`src/hdl/edrd_pkg.sv`:
```
// Shared types and constants for the dual encoder speed and distance block.
// Holds the beat structs, the controller command and status groups and the register map.
// Depends on nothing; every other file in hdl imports it.
package edrd_pkg;

    // Defaults for the top-level parameters.
    localparam int COUNT_BITS_DEF    = 32;
    localparam int RPM_FRAC_BITS_DEF = 8;

    // Configuration port.
    localparam int CFG_IDX_W  = 3;
    localparam int CFG_DATA_W = 32;

    localparam logic [CFG_IDX_W-1:0] REG_ENABLE      = 3'd0;
    localparam logic [CFG_IDX_W-1:0] REG_INTERVAL_MS = 3'd1;
    localparam logic [CFG_IDX_W-1:0] REG_PULSES_REV  = 3'd2;
    localparam logic [CFG_IDX_W-1:0] REG_GEAR_RATIO  = 3'd3;
    localparam logic [CFG_IDX_W-1:0] REG_WHEEL_CIRC  = 3'd4;
    localparam logic [CFG_IDX_W-1:0] REG_LEFT_ORIGIN = 3'd5;
    localparam logic [CFG_IDX_W-1:0] REG_RIGHT_ORIGN = 3'd6;

    localparam logic [15:0] INTERVAL_RST   = 16'd50;
    localparam logic [15:0] PULSES_REV_RST = 16'd12;
    localparam logic [15:0] GEAR_RATIO_RST = 16'd12800;
    localparam logic [31:0] WHEEL_CIRC_RST = 32'd491520;

    // Field widths.
    localparam int TIME_W  = 32;
    localparam int CNT_W   = 32;
    localparam int RPM_W   = 24;
    localparam int DIST_W  = 32;
    localparam int DEN_W   = 64;
    localparam int QCNT_W  = 6;

    // Arithmetic constants: ms per minute, Q8 gear fraction, and the distance
    // scale (Q16 circumference times 128 = 256 / 2 for the two-wheel average).
    localparam int unsigned MS_PER_MIN = 60000;
    localparam int          GEAR_FRAC  = 8;
    localparam int          DIST_SHIFT = 7;

    // Digit width of the shared multiplier.
    localparam int MUL_DIG_W = 16;

    typedef struct packed {
        logic        [TIME_W-1:0] time_ms;
        logic signed [CNT_W-1:0]  left_cnt;
        logic signed [CNT_W-1:0]  right_cnt;
    } t_in_item;

    typedef struct packed {
        logic signed [RPM_W-1:0]  left_rpm;
        logic signed [RPM_W-1:0]  right_rpm;
        logic signed [DIST_W-1:0] distance;
        logic signed [CNT_W-1:0]  left_raw;
        logic signed [CNT_W-1:0]  right_raw;
        logic        [TIME_W-1:0] stamp_ms;
        logic                     rpm_fresh;
    } t_out_item;

    typedef enum logic [1:0] {
        OP_LEFT,
        OP_RIGHT,
        OP_DIST
    } t_op;

    typedef struct packed {
        logic load;
        logic prep;
        logic den;
        logic mul_start;
        logic div_start;
        logic store;
        logic out_load;
        t_op  op;
    } t_cmd;

    typedef struct packed {
        logic enable;
        logic due;
        logic mul_done;
        logic div_done;
        logic out_full;
    } t_sts;

endpackage

```
`src/hdl/edrd_ctrl.sv`:
```
// Controller: sequences one poll through preparation, the multiplier and the divider.
// Talks to the datapath only through the command and status structs of edrd_pkg.
module edrd_ctrl (
    input  logic           i_clk,
    input  logic           i_rst_n,
    input  logic           i_in_valid,
    output logic           o_in_stall,
    input  edrd_pkg::t_sts i_sts,
    output edrd_pkg::t_cmd o_cmd
);
    import edrd_pkg::*;

    typedef enum logic [3:0] {
        S_IDLE,
        S_PREP,
        S_DEN,
        S_MUL,
        S_MUL_WAIT,
        S_DIV,
        S_DIV_WAIT,
        S_STORE,
        S_OUT
    } t_state;

    t_state r_state;
    t_op    r_op;

    always_ff @(posedge i_clk) begin
        if (!i_rst_n) begin
            r_state <= S_IDLE;
            r_op    <= OP_DIST;
        end else begin
            case (r_state)
                S_IDLE: begin
                    // A beat taken while disabled is dropped without effect.
                    if (i_in_valid && i_sts.enable) begin
                        r_state <= S_PREP;
                    end
                end
                S_PREP: r_state <= S_DEN;
                S_DEN: begin
                    r_op    <= i_sts.due ? OP_LEFT : OP_DIST;
                    r_state <= S_MUL;
                end
                S_MUL: r_state <= S_MUL_WAIT;
                S_MUL_WAIT: begin
                    if (i_sts.mul_done) begin
                        r_state <= S_DIV;
                    end
                end
                S_DIV: r_state <= S_DIV_WAIT;
                S_DIV_WAIT: begin
                    if (i_sts.div_done) begin
                        r_state <= S_STORE;
                    end
                end
                S_STORE: begin
                    case (r_op)
                        OP_LEFT: begin
                            r_op    <= OP_RIGHT;
                            r_state <= S_MUL;
                        end
                        OP_RIGHT: begin
                            r_op    <= OP_DIST;
                            r_state <= S_MUL;
                        end
                        default: r_state <= S_OUT;
                    endcase
                end
                S_OUT: begin
                    if (!i_sts.out_full) begin
                        r_state <= S_IDLE;
                    end
                end
                default: r_state <= S_IDLE;
            endcase
        end
    end

    always_comb begin
        o_cmd           = '0;
        o_cmd.op        = r_op;
        o_cmd.load      = (r_state == S_IDLE) && i_in_valid;
        o_cmd.prep      = (r_state == S_PREP);
        o_cmd.den       = (r_state == S_DEN);
        o_cmd.mul_start = (r_state == S_MUL);
        o_cmd.div_start = (r_state == S_DIV);
        o_cmd.store     = (r_state == S_STORE);
        o_cmd.out_load  = (r_state == S_OUT) && !i_sts.out_full;
    end

    assign o_in_stall = (r_state != S_IDLE);

endmodule
```
`config.mk`:
```
export PLATFORM = sky130hd
export DESIGN_NAME = edrd_ctrl
export DESIGN_NICKNAME = d
export VERILOG_FILES = /design/src/hdl/edrd_pkg.sv /design/src/hdl/edrd_ctrl.sv
export SDC_FILE = /design/constraint.sdc
export NUM_CORES = 1
export LEC_CHECK = 0
export BUFFER_PORTS_ARGS = -buffer_cell sky130_fd_sc_hd__buf_2
export CAP_MARGIN = 20
export CELL_PAD_IN_SITES_DETAIL_PLACEMENT = 1
export CELL_PAD_IN_SITES_GLOBAL_PLACEMENT = 1
export CORE_AREA = 2 2 39 41
export CTS_CLUSTER_SIZE = 16
export DETAILED_ROUTE_END_ITERATION = 12
export DIE_AREA = 0 0 41 43
export HOLD_SLACK_MARGIN = 0.03
export PLACE_DENSITY_LB_ADDON = 0.1
export SYNTH_ARGS = -nofsm -noshare
export SYNTH_HDL_FRONTEND = slang
export SYNTH_SLANG_ARGS = --single-unit
```
`constraint.sdc`:
```
create_clock -name i_clk -period 1.89 [get_ports i_clk]
set_input_delay 0.378 -clock i_clk [delete_from_list [all_inputs] [get_ports i_clk]]
set_output_delay 0.378 -clock i_clk [all_outputs]
set_load 0.01 [all_outputs]
```
## After elaboration in Yosys (flattened, before gate mapping)

Cells that the tools add are included.

| storage, ports and cells | value |
|---|---|
| bits in registers | 6 |
| output and inout port bits | 10 |
| logic and storage cells | 36 |

| operators by class | value |
|---|---|
| eq/ne operators | 14 |
| mux-type cells | 9 |
| reduce and logical (&&, ||, !) cells | 11 |

Operator list:

| kind | count |
|---|---|
| $pmux W4 S9 | 1 |
| $mux W4 | 5 |
| $eq A4 B3 Y1 const B | 4 |
| $eq A4 B2 Y1 const B | 2 |
| $ne A2 B2 Y1 const B | 4 |
| $pmux W2 S2 | 2 |
| $eq A4 B1 Y1 const B | 1 |
| $eq A4 B4 Y1 const B | 1 |
| $logic_not A4 Y1 | 1 |
| $reduce_and A4 Y1 | 1 |
| $reduce_bool A4 Y1 | 1 |
| $logic_and A1 B1 Y1 | 3 |
| $ne A3 B1 Y1 const B | 1 |
| $eq A2 B1 Y1 const B | 1 |
| $logic_not A2 Y1 | 1 |
| $mux W2 | 1 |
| $reduce_and A2 Y1 | 1 |
| $reduce_bool A2 Y1 | 1 |
| $reduce_or A2 Y1 | 1 |
| $logic_not A1 Y1 | 1 |

## Logic depth before layout (Yosys ltp)

Gate-level depths: netlist (run 1).

| logic depth | value |
|---|---|
| word-level depth | 4 |
| depth in mapped cells | 4 |

## Least setup slack after synthesis (run 1)

Ideal clock, no wire load.

| path | value |
|---|---|
| path kind | register to output |
| from | reg r_state[2] |
| to | out o_cmd[6] (netlist bit) |
| arrival time | 1053 ps |
| slack | 459 ps |
| cell stages (with the launch flop) | 4 |
| cell sequence | dfxtp_1 > buf_2 > or4b_4 > inv_1 |

RTL lines:

| item | RTL line | source |
|---|---|---|
| start, declared | edrd_ctrl.sv:25 | `t_state r_state;` |
| start signal, assigned | edrd_ctrl.sv:30 | `r_state <= S_IDLE;` |
| start signal, assigned | edrd_ctrl.sv:37 | `r_state <= S_PREP;` |
| start signal, assigned | edrd_ctrl.sv:40 | `S_PREP: r_state <= S_DEN;` |
| end, declared | edrd_ctrl.sv:9 | `output edrd_pkg::t_cmd o_cmd` |

==> flow_summary.rst, run 1 <==
.. list-table::
   :header-rows: 1

   * - Metric
     - Value
   * - Violation count after the first detailed-routing iteration
     - 2
   * - All-layer global routing usage
     - 14.07%
   * - Setup bufs post-CTS
     - 0
   * - VDD IR max
     - 234.2 uV
   * - RSZ-0062 raised after global routing
     - no
   * - Number of primary I/O pins
     - 18
   * - DRC violation count after routing
     - 0
   * - Core Area
     - 1384 um^2
   * - Maximum fanout along the worst path
     - 8
   * - Leakage power
     - 0.2506 nW
   * - Tightest Hold Check Type
     - input port to flip-flop
   * - Area growth from synthesis to layout
     - 32.79%
   * - Number of nets at the end of the flow
     - 75
   * - Start-to-end type of the worst setup path
     - flip-flop to output port
   * - First-pass iteration count of the detailed router
     - 2
   * - Total design power
     - 0.0004150 W
   * - Die Ht
     - 43 um
   * - Ys Warns
     - 0
   * - Routability congestion estimate
     - 0.6907
   * - Final HPWL DP
     - 760.1 um
   * - Cell area after synthesis
     - 385.4 um^2
   * - Wire length of the first global-routing pass
     - 1.649 mm
   * - Syn_area_per_cell
     - 8.378 um^2
   * - Placement Rows
     - 14
   * - Total number of vias
     - 409
   * - Largest net degree at the start of global routing
     - 11
   * - Count of clock tree sinks
     - 6
   * - Avg Vias per Cell
     - 5.049
   * - Initial antenna violation count
     - 0
   * - Clock tree from TritonCTS
     - yes
   * - Post-CTS sizing
     - 0
   * - CTS buffer count
     - 3
   * - Number of max-cap violations
     - 0
   * - Achievable clock frequency
     - 550.4 MHz
   * - Post-synthesis sequential area ratio
     - 31.17%
   * - Root Driver
     - sky130_fd_sc_hd__clkbuf_4
   * - Synth Net Count
     - 54
   * - Post-Synthesis Cells
     - 46
   * - Sort of element at the end of the critical path
     - output port
   * - Required time at the worst-slack endpoint
     - 1.51 ns
   * - Total count of max-transition violations in the final report
     - 0
   * - Clock transition at the register clock pins on the worst setup and hold paths after CTS
     - 0.05 ns
   * - Final ANT Viol Nets
     - 0
   * - Count of antenna diodes in the layout
     - 0
   * - Status
     - complete, no violations
   * - Initial Util
     - 27.85%
   * - Final sum of negative setup slack
     - 0 ns
   * - Die outline width
     - 41 um
   * - Hold slack
     - 0.3547 ns
   * - Number of distinct library cell variants in the gate-level netlist after synthesis
     - 29
   * - Worst setup skew after layout
     - 0.003982 ns
   * - Worst slew slack as a fraction of its limit
     - 73.23%
   * - Fraction of final layout cells sized beyond drive strength 1
     - 38.46%
   * - Tightest Pin Transition
     - 0.3978 ns
   * - Hold violation count in the final report
     - 0
   * - Leading register cell type out of synthesis
     - sky130_fd_sc_hd__dfxtp_1
   * - Clock latency at the later pin of the worst-skew pair
     - 0.25 ns
   * - Vias in the first global route
     - 340
   * - Final setup viols
     - 0
   * - Floorplan die area
     - 1763 um^2
   * - Final critical-path share of the clock period
     - 96.12%
   * - Wire length per cell after detailed routing
     - 12.01 um
   * - Routed Wire Length
     - 973 um
   * - Pwr per Cell Area
     - 810.9 nW/um^2
   * - Number of flops mapped to enable cells by yosys
     - 0
   * - Global route total overflow
     - 0
   * - Number of input and output port buffers inserted
     - 17
   * - Maximum count of clock buffers along a single path
     - 2
   * - Share of flip-flops with an asynchronous set or reset after synthesis
     - 0%
   * - CP arrival
     - 1.44 ns
   * - Min cycle time layout
     - 1.817 ns
   * - Number of levels the H-tree was split into
     - 1
   * - Sort of element at the start of the critical path
     - flip-flop
   * - Yosys reg bits
     - 6
   * - Quantity of hold-fixing buffers added after cts
     - 0
==> cell usage after synthesis, types with 2 or more instances <==
master	number	area share, %
sky130_fd_sc_hd__nor2_1	4	3.9
sky130_fd_sc_hd__nor3_1	3	3.9
sky130_fd_sc_hd__nand2b_1	3	4.9
sky130_fd_sc_hd__dfxtp_1	6	31
sky130_fd_sc_hd__a21boi_0	2	3.9
sky130_fd_sc_hd__inv_1	4	3.9
sky130_fd_sc_hd__nand2_1	2	1.9
==> registers in the layout, indices dropped and copies added, names as in the netlist <==
name	count
r_state	4
r_op	2
==> where the power goes <==
group / leakage (nW) / internal, W / switching [W] / total, W
logic: 0.188 / 0.0000639 / 0.0000608 / 0.000125
clock network: 0.0138 / 0.0000722 / 0.0000511 / 0.000123
registers: 0.0490 / 0.000141 / 0.0000262 / 0.000167
total: 0.251 / 0.000277 / 0.000138 / 0.000415
==> through the flow <==
stage	instance area [um^2]	utilization, %	std cells	setup slack, ns
6_report	511.7	36.98	81	0.07324
5_1_grt	511.7	36.98	81	0.006697
4_1_cts	511.7	36.98	81	0.06729
3_5_place_dp	489.2	35.35	78	0.3444
3_3_place_gp	489.2	35.35	78	0.3433
2_1_floorplan	385.4	-	46	0.4589
==> placed cells by master, fill, tap and decap left out, types with 2 or more instances in the layout <==
cell	count
sky130_fd_sc_hd__a21boi_0	2
sky130_fd_sc_hd__nor3_1	3
sky130_fd_sc_hd__dfxtp_1	6
sky130_fd_sc_hd__buf_2	17
sky130_fd_sc_hd__inv_1	4
sky130_fd_sc_hd__clkbuf_4	3
sky130_fd_sc_hd__nor2_1	4
sky130_fd_sc_hd__nand2b_1	3
sky130_fd_sc_hd__nand2_1	2
==> layout make-up <==
class / instances / area, um^2
Multi-Input combinational cell: 34 / 241.5
Tap cell: 16 / 20.02
Timing Repair Buffer: 18 / 92.59
Clock buffer: 3 / 22.52
Fill cell: 192 / 872.1
Sequential cell: 6 / 120.1
Inverter: 4 / 15.01
==> metal layers <==
metal | part of all wire [%] | GRT usage (%) | wire, um | vias up
met4 | 0 | 2.000 | 0 | 0
met5 | 0 | 0 | 0 | -
met1 | 46 | 19.68 | 452 | 188
met2 | 46 | 19.06 | 451 | 13
li1 | - | - | - | 208
met3 | 7.1 | 7.853 | 69 | 0
==> final timing paths <==
kind | endpoint | cells after the start | start | slack, ns
hold reg to reg | r_op[1] | 2 | r_op[1] | 0.52
hold / removal | r_op[1] | 2 | i_rst_n | 0.35
setup reg to reg | r_op[0] | 3 | r_state[1] | 0.53
setup / recovery | o_cmd[6] | 3 | r_state[1] | 0.07
==> worst max-delay path: stages (launching register included) <==
cell and delay (ns):
sky130_fd_sc_hd__dfxtp_1 0.48, sky130_fd_sc_hd__or4b_4 0.53, sky130_fd_sc_hd__inv_1 0.06, sky130_fd_sc_hd__buf_2 0.12
==> cell families after synthesis <==
family,share of synthesized area (%)
flip-flops,31.17
buffers and inverters,6.166
AO/OA/AOI/OAI,16.56
AND/OR/NAND/NOR,43.84
XOR/XNOR,2.273
(Power assumes the default switching activity.)
==> run 2, diff against run 1 <==
==> constraint.sdc (replaced) <==
create_clock -name i_clk -period 2.1 [get_ports i_clk]
set_input_delay 0.42 -clock i_clk [delete_from_list [all_inputs] [get_ports i_clk]]
set_output_delay 0.42 -clock i_clk [all_outputs]
set_load 0.005 [all_outputs]
==> run 2 against run 1 <==
Critical path depth did not move; die area did not move; first-iteration DRC count fell by 100%; sequential share of layout area did not move; total power fell by 12%; register-to-register slack improved by 0.22 ns; sequential cell count did not move; combinational power fell by 17%; non-clock buffer count did not move; routed wire length fell by 3.6%; clock power fell by 11%; worst setup slack improved by 0.20 ns; critical path type unchanged; highest routed layer unchanged.
==> flow_summary.rst, run 2 (synthesis results as in run 1) <==
.. list-table::
   :header-rows: 1

   * - Metric
     - Value
   * - Status
     - complete, no violations
   * - End point of the worst hold path
     - r_op[1]
   * - Hold violation count in the final report
     - 0 (unchanged)
   * - Required time at the worst-slack endpoint
     - 1.68 ns (+0.17 ns)
   * - RSZ-0062 raised after global routing
     - no
   * - CP arrival
     - 1.41 ns (-0.03 ns)
   * - Min cycle time layout
     - 1.830 ns
   * - End of the worst register-to-register path
     - r_op[0]
   * - Routed Wire Length
     - 938 um (-3.6%)
   * - Final critical-path share of the clock period
     - 87.14%
   * - Largest net degree at the start of global routing
     - 11 (unchanged)
   * - All-layer global routing usage
     - 12.90% (-1.2 points)
   * - Most common library cell in the layout ignoring fill and taps
     - sky130_fd_sc_hd__buf_2
   * - Leakage power
     - 0.2506 nW (unchanged)
   * - CTS buffer count
     - 3 (unchanged)
   * - Clock latency at the later pin of the worst-skew pair
     - 0.24 ns (about the same)
   * - Avg Vias per Cell
     - 4.827 (-4.4%)
   * - Pwr per Cell Area
     - 710.3 nW/um^2 (-12%)
   * - Tightest Pin Transition
     - 0.4576 ns (+0.05974 ns)
   * - Final sum of negative setup slack
     - 0 ns (unchanged)
   * - Clock transition at the register clock pins on the worst setup and hold paths after CTS
     - 0.05 ns (about the same)
   * - Violation count after the first detailed-routing iteration
     - 0 (-2)
   * - Flip-flop count of the largest register after layout
     - 4 (unchanged)
   * - Sort of element at the start of the critical path
     - flip-flop
   * - Root Driver
     - sky130_fd_sc_hd__clkbuf_4
   * - Slack of the worst reg-to-reg path
     - 0.75 ns (+0.22 ns)
   * - Clock tree from TritonCTS
     - yes
   * - Setup bufs post-CTS
     - 0 (unchanged)
   * - Leading registers by flop count
     - r_state (4), r_op (2)
   * - VDD IR max
     - 221.7 uV (-5.4%)
   * - Tightest Hold Check Type
     - input port to flip-flop
   * - Final setup viols
     - 0 (unchanged)
   * - Number of input and output port buffers inserted
     - 17 (unchanged)
   * - Number of primary I/O pins
     - 18 (unchanged)
   * - Total count of max-transition violations in the final report
     - 0 (unchanged)
   * - Global route total overflow
     - 0 (unchanged)
   * - Internal power
     - 0.0002487 W (-10%)
   * - FF-to-FF path depth
     - 3 (unchanged)
   * - First-pass iteration count of the detailed router
     - 1 (-1)
   * - Source of the worst register-to-register timing path
     - r_state[1]
   * - Quantity of hold-fixing buffers added after cts
     - 0 (unchanged)
   * - Post-CTS sizing
     - 0 (unchanged)
   * - Initial antenna violation count
     - 0 (unchanged)
   * - Core Area
     - 1384 um^2 (unchanged)
   * - Worst slew slack as a fraction of its limit
     - 69.21% (-4.0 points)
   * - Commonest cells after routing, fill and taps aside
     - 17 x sky130_fd_sc_hd__buf_2, 6 x sky130_fd_sc_hd__dfxtp_1, 4 x sky130_fd_sc_hd__inv_1, 4 x sky130_fd_sc_hd__nor2_1
   * - Routability congestion estimate
     - 0.6888 (-0.28%)
   * - Wire length per cell after detailed routing
     - 11.58 um (-3.6%)
   * - Achievable clock frequency
     - 546.5 MHz
   * - Area growth from synthesis to layout
     - 32.79% (unchanged)
   * - Instance count along the most critical hold path
     - 2 (unchanged)
   * - Proportion of power drawn by the clock network
     - 30.1% (+0.4 points)
   * - Wire length of the first global-routing pass
     - 1.587 mm (-3.8%)
   * - Maximum count of clock buffers along a single path
     - 2 (unchanged)
   * - Maximum fanout along the worst path
     - 9 (+1)
   * - Die Ht
     - 43 um (unchanged)
   * - Sort of element at the end of the critical path
     - output port
   * - Final ANT Viol Nets
     - 0 (unchanged)
   * - Count of clock tree sinks
     - 6 (unchanged)
   * - Count of antenna diodes in the layout
     - 0 (unchanged)
   * - Initial Util
     - 27.85% (unchanged)
   * - Final HPWL DP
     - 730.5 um (-3.9%)
   * - Total number of vias
     - 391 (-4.4%)
   * - Fraction of final layout cells sized beyond drive strength 1
     - 38.46% (unchanged)
   * - Switching power summed over all nets
     - 0.0001148 W (-17%)
   * - Share of total power in sequential cells
     - 41.4% (+1.1 points)
   * - DRC violation count after routing
     - 0 (unchanged)
   * - Start point of the worst hold path
     - i_rst_n
   * - Fraction of power spent switching nets
     - 31.59% (-1.7 points)
   * - Number of levels the H-tree was split into
     - 1 (unchanged)
   * - Number of nets at the end of the flow
     - 75 (unchanged)
   * - Floorplan die area
     - 1763 um^2 (unchanged)
   * - Portion of total power attributed to combinational logic
     - 28.5% (-1.5 points)
   * - Largest Register
     - r_state
   * - Number of max-cap violations
     - 0 (unchanged)
   * - Core utilization of the finished layout
     - 36.98% (unchanged)
   * - Worst setup skew after layout
     - 0.001652 ns (-0.002331 ns)
   * - Vias in the first global route
     - 341 (+0.29%)
   * - Start-to-end type of the worst setup path
     - flip-flop to output port
   * - Die outline width
     - 41 um (unchanged)
   * - Placement Rows
     - 14 (unchanged)
run 2: cell counts in the layout (fill, tap and decap cells not counted):
Identical to the previous run, type by type.
run 2: area by class of cell:
class | count | area [um^2]
repair buffers | 18 | 92.59
flip-flops and latches | 6 | 120.1
fillers | 176 | 872.1
clock buffers | 3 | 22.52
multi-input cells | 34 | 241.5
well taps | 16 | 20.02
inverters | 4 | 15.01
run 2: routing by layer:
metal	track usage [%]	vias to the layer above	share of wire [%]
li1	-	208	-
met1	18.24	174	51
met2	17.81	9	44
met3	6.283	0	5.5
met4	2.000	0	0
met5	0	-	0
run 2: critical path, stage by stage (launching register included):
cell and delay, ns:
sky130_fd_sc_hd__dfxtp_1 0.39, sky130_fd_sc_hd__nor4_1 0.48, sky130_fd_sc_hd__and2_1 0.19, sky130_fd_sc_hd__buf_2 0.10
run 2: worst max-delay path by stage:
stage,from,endpoint,slack [ns],depth (start not counted)
after floorplan,r_state[2],o_cmd[6],0.66,3
after global placement,r_state[1],o_cmd[6],0.53,3
after detailed placement,r_state[1],o_cmd[6],0.54,3
after CTS,r_state[1],o_cmd[6],0.27,3
after global routing,r_state[0],o_cmd[8],0.22,3
final,r_state[0],o_cmd[8],0.27,3
run 2: through the flow:
stage | instances | hold slack [ns] | total power [W] | cell area [um^2] | setup WS, ns
2_1_floorplan | 46 | 0.4973 | 0.0002160 | 385.4 | 0.6564
3_3_place_gp | 78 | 0.5152 | 0.0002585 | 489.2 | 0.5285
3_5_place_dp | 78 | 0.5140 | 0.0002574 | 489.2 | 0.5361
4_1_cts | 81 | 0.3984 | 0.0003713 | 511.7 | 0.2650
5_1_grt | 81 | 0.4131 | 0.0003889 | 511.7 | 0.2150
6_report | 81 | 0.4025 | 0.0003635 | 511.7 | 0.2701
run 2: power by group through the flow:
| stage | registers, W | clock network [W] | logic, W |
|---|---|---|---|
| final | 0.000150 | 0.000109 | 0.000104 |
| after global routing | 0.000153 | 0.000119 | 0.000116 |
| after CTS | 0.000150 | 0.000116 | 0.000106 |
| after detailed placement | 0.000152 | 0 | 0.000105 |
| after global placement | 0.000153 | 0 | 0.000106 |
| after floorplan | 0.000145 | 0 | 0.0000705 |
